`src/utf7dec_pkg.sv`:
```
// Shared types, constants and a helper function for the UTF-7 byte decoder.
`timescale 1ns / 1ps
package utf7dec_pkg;

  localparam int unsigned QDepth = 4;
  localparam int unsigned QPtrW  = $clog2(QDepth);
  localparam int unsigned QCntW  = $clog2(QDepth + 1);

  localparam logic [3:0] MODE_DIRECT = 4'd0;
  localparam logic [3:0] MODE_OPEN   = 4'd1;
  localparam logic [3:0] MODE_B64_0  = 4'd2;
  localparam logic [3:0] MODE_B64_1  = 4'd3;
  localparam logic [3:0] MODE_B64_2  = 4'd4;
  localparam logic [3:0] MODE_B64_3  = 4'd5;
  localparam logic [3:0] MODE_B64_4  = 4'd6;
  localparam logic [3:0] MODE_B64_5  = 4'd7;
  localparam logic [3:0] MODE_B64_6  = 4'd8;
  localparam logic [3:0] MODE_B64_7  = 4'd9;

  localparam logic       REQ_DATA    = 1'b0;
  localparam logic       REQ_FLUSH   = 1'b1;

  localparam logic [7:0] CH_PLUS     = 8'h2b;
  localparam logic [7:0] CH_MINUS    = 8'h2d;
  localparam logic [7:0] CH_SLASH    = 8'h2f;

  localparam logic [5:0]  HI_SURR_TAG = 6'b110110;
  localparam logic [5:0]  LO_SURR_TAG = 6'b110111;
  localparam logic [11:0] PEND_BIAS   = 12'h040;

  typedef struct packed {
    logic        is_error;
    logic [20:0] code_point;
  } res_t;

  typedef struct packed {
    logic two;
    res_t r0;
    res_t r1;
  } entry_t;

  typedef struct packed {
    logic   valid;
    entry_t head;
  } qhead_t;

  typedef struct packed {
    logic       ok;
    logic [5:0] value;
  } b64_t;

  function automatic b64_t b64_decode(input logic [7:0] c);
    b64_t res;
    res.ok = 1'b1;
    res.value = 6'd0;
    if (c >= 8'h41 && c <= 8'h5a) begin
      res.value = 6'(c - 8'h41);
    end else if (c >= 8'h61 && c <= 8'h7a) begin
      res.value = 6'(c - 8'h61 + 8'd26);
    end else if (c >= 8'h30 && c <= 8'h39) begin
      res.value = 6'(c - 8'h30 + 8'd52);
    end else if (c == CH_PLUS) begin
      res.value = 6'd62;
    end else if (c == CH_SLASH) begin
      res.value = 6'd63;
    end else begin
      res.ok = 1'b0;
    end
    return res;
  endfunction

endpackage

```
`src/utf7_byte_decoder_top.sv`:
```
// Top level of the UTF-7 byte decoder: front end, result queue and output stage.
`timescale 1ns / 1ps
// The input channel takes one item per cycle while in_ready is high: a data
// byte (in_req_type low) or a flush request (in_req_type high). Each item
// causes zero, one or two results on the output channel, each a decoded code
// point or an error mark; out_last_of_run flags the final result of an item.
// The front end updates the decode mode and the bit buffer in the cycle the
// item is accepted and writes its results as one entry into a four-deep queue.
// The output stage loads the head entry into its output register when it is
// idle or its last result is being taken, and out_valid then rises for the
// first result of that item. While out_ready is high, the output port
// delivers one result per cycle; an item with two results presents them in
// turn, and items that produce no result never use the output.
// While the receiver holds out_ready low, results wait in the output register
// and the queue; in_ready drops only when the queue is full.
// Reset (rst_n low, synchronous) returns to direct mode with an empty bit
// buffer and discards all queued results.
module utf7_byte_decoder_top (
  input  logic        clk,
  input  logic        rst_n,
  input  logic        in_valid,
  output logic        in_ready,
  input  logic        in_req_type,
  input  logic [7:0]  in_byte_value,
  output logic        out_valid,
  input  logic        out_ready,
  output logic        out_is_error,
  output logic [20:0] out_code_point,
  output logic        out_last_of_run
);
  import utf7dec_pkg::*;

  logic   push;
  entry_t push_entry;
  logic   q_full;
  logic   pop;
  qhead_t qhead;

  utf7dec_front u_front (
    .clk           (clk),
    .rst_n         (rst_n),
    .in_valid      (in_valid),
    .in_ready      (in_ready),
    .in_req_type   (in_req_type),
    .in_byte_value (in_byte_value),
    .q_full        (q_full),
    .push          (push),
    .push_entry    (push_entry)
  );

  utf7dec_queue u_queue (
    .clk        (clk),
    .rst_n      (rst_n),
    .push       (push),
    .push_entry (push_entry),
    .full       (q_full),
    .pop        (pop),
    .qhead      (qhead)
  );

  utf7dec_back u_back (
    .clk             (clk),
    .rst_n           (rst_n),
    .qhead           (qhead),
    .pop             (pop),
    .out_valid       (out_valid),
    .out_ready       (out_ready),
    .out_is_error    (out_is_error),
    .out_code_point  (out_code_point),
    .out_last_of_run (out_last_of_run)
  );

endmodule

```
`src/utf7dec_front.sv`:
```
// Front end: accepts items, tracks decode mode and bit buffer, forms result entries.
`timescale 1ns / 1ps
module utf7dec_front (
  input  logic                 clk,
  input  logic                 rst_n,
  input  logic                 in_valid,
  output logic                 in_ready,
  input  logic                 in_req_type,
  input  logic [7:0]           in_byte_value,
  input  logic                 q_full,
  output logic                 push,
  output utf7dec_pkg::entry_t  push_entry
);
  import utf7dec_pkg::*;

  typedef struct packed {
    logic v;
    res_t r;
  } emit_t;

  logic [3:0]  mode_r, mode_nxt;
  logic [27:0] buf_r, buf_nxt;

  logic        accept;
  logic [3:0]  mode_eff;
  b64_t        b64;
  logic [11:0] pend;
  logic        pending;
  logic        do_take;
  logic [15:0] unit;
  logic [15:0] rest;
  emit_t       ea, eb;

  assign in_ready = !q_full;
  assign accept   = in_valid && in_ready;
  assign pend     = buf_r[27:16];
  assign pending  = |pend;
  assign b64      = b64_decode(in_byte_value);
  assign mode_eff = (mode_r > MODE_B64_7) ? MODE_DIRECT : mode_r;

  always_comb begin
    mode_nxt = mode_r;
    buf_nxt  = buf_r;
    ea       = '0;
    eb       = '0;
    do_take  = 1'b0;
    unit     = 16'd0;
    rest     = 16'd0;
    if (in_req_type == REQ_FLUSH) begin
      if (buf_r != 28'd0) begin
        ea.v = 1'b1;
        ea.r.is_error = 1'b1;
      end
      buf_nxt = 28'd0;
    end else if (mode_eff != MODE_DIRECT && !b64.ok) begin
      ea.v = (buf_r != 28'd0);
      ea.r.is_error = 1'b1;
      if (in_byte_value == CH_MINUS) begin
        eb.v = (mode_eff == MODE_OPEN);
        eb.r.code_point = {13'd0, CH_PLUS};
      end else if (!in_byte_value[7]) begin
        eb.v = 1'b1;
        eb.r.code_point = {13'd0, in_byte_value};
      end else begin
        eb.v = 1'b1;
        eb.r.is_error = 1'b1;
      end
      buf_nxt  = 28'd0;
      mode_nxt = MODE_DIRECT;
    end else begin
      case (mode_eff)
        MODE_DIRECT: begin
          if (in_byte_value == CH_PLUS) begin
            mode_nxt = MODE_OPEN;
          end else if (!in_byte_value[7]) begin
            eb.v = 1'b1;
            eb.r.code_point = {13'd0, in_byte_value};
          end else begin
            eb.v = 1'b1;
            eb.r.is_error = 1'b1;
          end
        end
        MODE_OPEN, MODE_B64_0: begin
          buf_nxt  = buf_r | ({22'd0, b64.value} << 10);
          mode_nxt = MODE_B64_1;
        end
        MODE_B64_1: begin
          buf_nxt  = buf_r | ({22'd0, b64.value} << 4);
          mode_nxt = MODE_B64_2;
        end
        MODE_B64_2: begin
          mode_nxt = MODE_B64_3;
          do_take  = 1'b1;
          unit     = buf_r[15:0] | {12'd0, b64.value[5:2]};
          rest     = {b64.value[1:0], 14'd0};
        end
        MODE_B64_3: begin
          buf_nxt  = buf_r | ({22'd0, b64.value} << 8);
          mode_nxt = MODE_B64_4;
        end
        MODE_B64_4: begin
          buf_nxt  = buf_r | ({22'd0, b64.value} << 2);
          mode_nxt = MODE_B64_5;
        end
        MODE_B64_5: begin
          mode_nxt = MODE_B64_6;
          do_take  = 1'b1;
          unit     = buf_r[15:0] | {14'd0, b64.value[5:4]};
          rest     = {b64.value[3:0], 12'd0};
        end
        MODE_B64_6: begin
          buf_nxt  = buf_r | ({22'd0, b64.value} << 6);
          mode_nxt = MODE_B64_7;
        end
        MODE_B64_7: begin
          mode_nxt = MODE_B64_0;
          do_take  = 1'b1;
          unit     = buf_r[15:0] | {10'd0, b64.value};
          rest     = 16'd0;
        end
        default: begin
        end
      endcase
      if (do_take) begin
        if (unit[15:10] == HI_SURR_TAG) begin
          ea.v = pending;
          ea.r.is_error = 1'b1;
          buf_nxt = {({2'd0, unit[9:0]} + PEND_BIAS), rest};
        end else if (unit[15:10] == LO_SURR_TAG) begin
          eb.v = 1'b1;
          if (pending) begin
            eb.r.code_point = {pend[10:0], unit[9:0]};
          end else begin
            eb.r.is_error = 1'b1;
          end
          buf_nxt = {12'd0, rest};
        end else begin
          ea.v = pending;
          ea.r.is_error = 1'b1;
          eb.v = 1'b1;
          eb.r.code_point = {5'd0, unit};
          buf_nxt = {12'd0, rest};
        end
      end
    end
  end

  always_comb begin
    push           = accept && (ea.v || eb.v);
    push_entry.two = ea.v && eb.v;
    push_entry.r0  = ea.v ? ea.r : eb.r;
    push_entry.r1  = eb.r;
  end

  always_ff @(posedge clk) begin
    if (!rst_n) begin
      mode_r <= MODE_DIRECT;
      buf_r  <= 28'd0;
    end else if (accept) begin
      mode_r <= mode_nxt;
      buf_r  <= buf_nxt;
    end
  end

endmodule

```
`src/utf7dec_queue.sv`:
```
// Short queue of result entries between the front end and the output stage.
`timescale 1ns / 1ps
module utf7dec_queue (
  input  logic                 clk,
  input  logic                 rst_n,
  input  logic                 push,
  input  utf7dec_pkg::entry_t  push_entry,
  output logic                 full,
  input  logic                 pop,
  output utf7dec_pkg::qhead_t  qhead
);
  import utf7dec_pkg::*;

  entry_t           mem_r [QDepth];
  logic [QPtrW-1:0] wr_ptr_r, rd_ptr_r;
  logic [QCntW-1:0] cnt_r, cnt_nxt;

  assign full        = (cnt_r == QCntW'(QDepth));
  assign qhead.valid = (cnt_r != '0);
  assign qhead.head  = mem_r[rd_ptr_r];

  always_comb begin
    cnt_nxt = cnt_r;
    if (push && !pop) begin
      cnt_nxt = cnt_r + 1'b1;
    end else if (pop && !push) begin
      cnt_nxt = cnt_r - 1'b1;
    end
  end

  always_ff @(posedge clk) begin
    if (push) begin
      mem_r[wr_ptr_r] <= push_entry;
    end
  end

  always_ff @(posedge clk) begin
    if (!rst_n) begin
      wr_ptr_r <= '0;
      rd_ptr_r <= '0;
      cnt_r    <= '0;
    end else begin
      if (push) begin
        wr_ptr_r <= wr_ptr_r + 1'b1;
      end
      if (pop) begin
        rd_ptr_r <= rd_ptr_r + 1'b1;
      end
      cnt_r <= cnt_nxt;
    end
  end

  a_no_push_full: assert property (@(posedge clk) disable iff (!rst_n)
    full |-> !push) else $error("Item pushed into a full queue.");
  a_no_pop_empty: assert property (@(posedge clk) disable iff (!rst_n)
    !qhead.valid |-> !pop) else $error("Item popped from an empty queue.");
  a_cnt_bound: assert property (@(posedge clk) disable iff (!rst_n)
    cnt_r <= QCntW'(QDepth)) else $error("Queue count beyond its depth.");
  a_ptr_track: assert property (@(posedge clk) disable iff (!rst_n)
    (cnt_r == '0 || cnt_r == QCntW'(QDepth)) |-> (wr_ptr_r == rd_ptr_r))
    else $error("Queue pointers disagree with the count.");

endmodule

```
`src/utf7dec_back.sv`:
```
// Output stage: walks each queued entry and presents its results one per cycle while out_ready is high.
`timescale 1ns / 1ps
module utf7dec_back (
  input  logic                 clk,
  input  logic                 rst_n,
  input  utf7dec_pkg::qhead_t  qhead,
  output logic                 pop,
  output logic                 out_valid,
  input  logic                 out_ready,
  output logic                 out_is_error,
  output logic [20:0]          out_code_point,
  output logic                 out_last_of_run
);
  import utf7dec_pkg::*;

  entry_t ent_r;
  logic   valid_r;
  logic   sel_r;
  logic   at_last;
  res_t   cur;

  assign cur             = sel_r ? ent_r.r1 : ent_r.r0;
  assign at_last         = sel_r || !ent_r.two;
  assign out_valid       = valid_r;
  assign out_is_error    = cur.is_error;
  assign out_code_point  = cur.code_point;
  assign out_last_of_run = at_last;
  assign pop             = qhead.valid && (!valid_r || (out_ready && at_last));

  always_ff @(posedge clk) begin
    if (pop) begin
      ent_r <= qhead.head;
    end
  end

  always_ff @(posedge clk) begin
    if (!rst_n) begin
      valid_r <= 1'b0;
      sel_r   <= 1'b0;
    end else if (pop) begin
      valid_r <= 1'b1;
      sel_r   <= 1'b0;
    end else if (valid_r && out_ready) begin
      if (at_last) begin
        valid_r <= 1'b0;
        sel_r   <= 1'b0;
      end else begin
        sel_r <= 1'b1;
      end
    end
  end

endmodule

```
`config.mk`:
```
export PLATFORM = sky130hd
export DESIGN_NAME = utf7_byte_decoder_top
export DESIGN_NICKNAME = d
export VERILOG_FILES = /design/src/utf7dec_pkg.sv /design/src/utf7_byte_decoder_top.sv /design/src/utf7dec_front.sv /design/src/utf7dec_queue.sv /design/src/utf7dec_back.sv
export SDC_FILE = /design/constraint.sdc
export NUM_CORES = 1
export LEC_CHECK = 0
export CAP_MARGIN = 10
export CORE_AREA = 2 2 149 151
export DETAILED_ROUTE_END_ITERATION = 6
export DIE_AREA = 0 0 151 153
export DONT_BUFFER_PORTS = 1
export PLACE_DENSITY = 0.78
export SLEW_MARGIN = 10
export SYNTH_ARGS = -nofsm -noshare
export SYNTH_HDL_FRONTEND = slang
export SYNTH_SLANG_ARGS = --single-unit
```
`constraint.sdc`:
```
create_clock -name clk -period 5.93 [get_ports clk]
set_input_delay 1.186 -clock clk [delete_from_list [all_inputs] [get_ports clk]]
set_output_delay 1.186 -clock clk [all_outputs]
set_load 0.03 [all_outputs]
```
==> results_tabular.tex <==
\begin{tabular}{lr}
\hline
Metric & Value \\
\hline
\multicolumn{2}{l}{\textbf{Final layout}} \\
Inserted Diodes & 0 \\
Final nets & 830 \\
Number of standard cells in the final layout excluding fillers & 1102 \\
Number of filler cells placed in the layout & 1613 \\
Area delta synth->final & 9.42\% \\
Share of layout cells above drive strength 1 & 0.170 \\
Utilization after layout & 0.596 \\
\multicolumn{2}{l}{\textbf{Yosys}} \\
Yosys reg bits & 263 \\
Top area cells in the synthesized netlist & sky130\_fd\_sc\_hd\_\_edfxtp\_1, sky130\_fd\_sc\_hd\_\_mux4\_2, sky130\_fd\_sc\_hd\_\_dfxtp\_1, sky130\_fd\_sc\_hd\_\_mux2\_2, sky130\_fd\_sc\_hd\_\_a21oi\_1 \\
Count of synthesis-stage warnings from yosys & 0 \\
Largest area contributor in the synthesized netlist & sky130\_fd\_sc\_hd\_\_edfxtp\_1 \\
Number of distinct standard cells referenced by the synthesized netlist & 80 \\
Commonest cells in the synthesized netlist & sky130\_fd\_sc\_hd\_\_edfxtp\_1, sky130\_fd\_sc\_hd\_\_nor2\_1, sky130\_fd\_sc\_hd\_\_nand2\_1 \\
Most frequent cell after synthesis & sky130\_fd\_sc\_hd\_\_edfxtp\_1 \\
Async S/R FF share, synth & 0 \\
Post-synthesis instance area & 0.0117 mm2 \\
Cells after synthesis & 806 \\
Post-Syn Area per Cell & 14.5 um2 \\
Prevailing post-synth register cell & sky130\_fd\_sc\_hd\_\_edfxtp\_1 \\
Post-synthesis net count & 833 \\
Count of flip-flops with a built-in enable after synthesis & 225 \\
Proportion of netlist area held by the largest area contributor & 0.577 \\
Share of synthesized area occupied by flip-flops and latches & 0.642 \\
\multicolumn{2}{l}{\textbf{Routing}} \\
Vias per Instance & 6.34 \\
Remaining number of nets flagged by the antenna check after routing & 0 \\
DRC violation count after routing & 0 \\
DR pass1 iterations & 6 \\
Post-detailed-routing wire length & 25.3 mm \\
Count of routing violations after the opening detailed-route iteration & 634 \\
Average routed wire per standard cell & 23.0 um \\
Total via count after detailed routing & 6990 \\
\multicolumn{2}{l}{\textbf{Clocking}} \\
Clock-pin slew reported for the worst setup and hold paths after clock tree synthesis & 0.07 ns \\
TritonCTS clock tree & built \\
Worst skew pair latency & 0.52 ns \\
CTS Hold Buffers Added & 0 \\
Maximum buffer depth of the clock tree & 3 \\
Clock sink count & 263 \\
H-tree levels & 1 \\
TritonCTS Buffers & 27 \\
Post-cts repair resize count & 0 \\
CTS Root Cell & sky130\_fd\_sc\_hd\_\_clkbuf\_16 \\
Post-CTS Setup Bufs & 0 \\
\multicolumn{2}{l}{\textbf{Power}} \\
Leakage power total & 0.00413 uW \\
PD cells & 393 mW/mm2 \\
Peak VDD IR & 240 uV \\
\multicolumn{2}{l}{\textbf{Floorplanning}} \\
Area of the die & 0.0231 mm2 \\
Number of cell rows & 54 \\
Area of the placeable core & 0.0215 mm2 \\
Starting utilization of the core area & 0.545 \\
DIE WIDTH & 151 um \\
Boundary Pins & 38 \\
Height of the chip & 153 um \\
\multicolumn{2}{l}{\textbf{Timing}} \\
Max-slew headroom & 0.300 \\
Final TNS setup & 0 ns \\
Worst Skew & 0.0107 ns \\
Fin crit period & 4.37 ns \\
Unrepaired setup endpoints after global routing & no \\
Number of hold violations in the final report & 0 \\
Slew at the pin with the worst max-slew slack & 1.04 ns \\
Final critical-path setup slack & 1.56 ns \\
Max-slew violation count & 0 \\
Fin Hold WS & 0.483 ns \\
Maximum clock frequency & 229 MHz \\
Crit share post-route & 0.736 \\
Setup Viol. Count Final & 0 \\
\multicolumn{2}{l}{\textbf{Placed design}} \\
Cell count after placement & 1054 \\
Routability Congestion & 0.955 \\
Worst slack at placement & 1.21 ns \\
Port-buffer cells & 0 \\
HPWL Detailed & 16.5 mm \\
\multicolumn{2}{l}{\textbf{Outcome}} \\
Outcome & completed \\
\multicolumn{2}{l}{\textbf{Min path}} \\
Worst-case hold path end point & u\_front.buf\_r[17]\$\_SDFFE\_PN0P\_ \\
HP Start & u\_front.buf\_r[17]\$\_SDFFE\_PN0P\_ \\
Cell depth of the worst min-delay path & 2 \\
Hold crit path type & reg -> reg \\
\multicolumn{2}{l}{\textbf{Critical path}} \\
Critical path startpoint & in\_byte\_value[2] \\
CP Launch Type & primary input \\
Crit path kind & in -> reg \\
Reg2reg start & u\_front.mode\_r[1]\$\_SDFFE\_PN0P\_ \\
Worst Path Max Fanout & 10 \\
Data arrival time at the worst-slack endpoint & 4.79 ns \\
Endpoint of the most critical register-to-register path & u\_queue.cnt\_r[2]\$\_SDFFE\_PN0P\_ \\
Reg-to-reg setup timing slack & 1.98 ns \\
Worst Reg-to-Reg Cells & 12 \\
Endpoint kind of the worst setup timing path & flop \\
Data required time at the worst endpoint & 6.35 ns \\
\multicolumn{2}{l}{\textbf{Global route}} \\
Number of global-route vias before repair & 6859 \\
Maximum number of pins on one net before global-route repair & 49 \\
GRT Util Overall & 0.220 \\
Sum of overflow across all layers after global routing & 0 \\
Number of antenna violations at the first check in global routing & 0 \\
First-pass GRT wire length & 39.5 mm \\
\multicolumn{2}{l}{\textbf{Job}} \\
Number of max-cap violations & 0 \\
\hline
\end{tabular}
[critical path, stage by stage]
cell and delay, ns:
sky130_fd_sc_hd__inv_1 0.10, sky130_fd_sc_hd__ha_1 0.33, sky130_fd_sc_hd__a21boi_0 0.27, sky130_fd_sc_hd__nor3b_1 0.37, sky130_fd_sc_hd__o21ai_0 0.27, sky130_fd_sc_hd__a221oi_1 0.63, sky130_fd_sc_hd__o311ai_4 0.20, sky130_fd_sc_hd__inv_2 0.12
sky130_fd_sc_hd__ha_1 0.20, sky130_fd_sc_hd__inv_1 0.06, sky130_fd_sc_hd__fa_1 0.38, sky130_fd_sc_hd__xor2_1 0.16, sky130_fd_sc_hd__or3_1 0.33, sky130_fd_sc_hd__a21oi_1 0.16
[how the worst max path moves through the flow]
stage | slack, ns | end | cells past startpoint
floorplan | 1.09 | u_queue.cnt_r[2]$_SDFFE_PN0P_ | 9
global placement | 1.35 | u_queue.cnt_r[2]$_SDFFE_PN0P_ | 14
detailed placement | 1.21 | u_queue.cnt_r[2]$_SDFFE_PN0P_ | 14
CTS | 1.65 | u_queue.cnt_r[2]$_SDFFE_PN0P_ | 14
global route | 1.27 | u_queue.cnt_r[2]$_SDFFE_PN0P_ | 14
finish | 1.56 | u_queue.cnt_r[2]$_SDFFE_PN0P_ | 14
[through the flow]
stage,total power [uW],instance area [um2]
5_1_grt,5230,12800
2_1_floorplan,3280,11700
3_5_place_dp,3490,12000
4_1_cts,5080,12800
6_report,5040,12800
3_3_place_gp,3450,12000
[flip-flops by register name, indices dropped and copies added, names as in the netlist]
name / count
u_back.ent_r: 45
u_back.sel_r: 1
u_front.mode_r: 4
u_queue.wr_ptr_r: 2
u_back.out_valid: 1
u_queue.mem_r: 180
u_front.buf_r: 25
u_queue.rd_ptr_r: 2
u_queue.cnt_r: 3
[layout make-up]
| class | instances | area [um2] | share of cell area |
|---|---|---|---|
| clock inverters | 15 | 130 | 0.0102 |
| flip-flops and latches | 263 | 7520 | 0.587 |
| multi-input cells | 481 | 3940 | 0.308 |
| inverters | 20 | 75.1 | 0.00586 |
| repair buffers | 10 | 87.6 | 0.00684 |
| well taps | 280 | 350 | 0.0274 |
| clock buffers | 33 | 698 | 0.0545 |
[layer usage]
layer	wire length, um	track usage	vias to the layer above
met5	0	0	-
met4	783	0.0703	0
met3	1830	0.0385	60
met2	12100	0.349	311
met1	10600	0.314	3455
li1	-	-	3164
[report_power, final]
group	internal (uW)	switching [uW]	total, uW
Combinational	365	592	957
Clock	924	666	1590
Sequential	2340	150	2490
Total	3630	1410	5040
[cell families after synthesis]
family / count (synthesis) / share of synthesized area
compound gates: 157 / 0.0957
xor+xnor: 12 / 0.00898
fa+ha+maj: 14 / 0.0156
buf+inv: 62 / 0.0222
flops: 263 / 0.642
mux: 74 / 0.114
simple gates: 224 / 0.102
[placed cells by master, fill, tap and decap left out, drive strengths merged, types with 3 or more instances in the layout]
cell type    n
nand3       18
nand2b       6
o21ai       26
mux2        22
a21boi       3
or3b         4
ha          13
and3         5
xor2         5
clkinv      12
o211ai       5
buf         10
nor2b        6
a22oi       11
mux2i        7
a21oi       39
a221oi       3
or3          5
clkbuf      33
nor3        14
and2        31
nor3b        5
a211oi      12
edfxtp     225
mux4        45
nor4        10
nand4        5
o2bb2ai      5
nor2        52
a31oi        7
o22ai        8
xnor2        7
o221ai       6
nand2       50
a22o         3
or4          3
o21bai       3
inv         21
o211a        3
dfxtp       38
(Power assumes the default switching activity.)
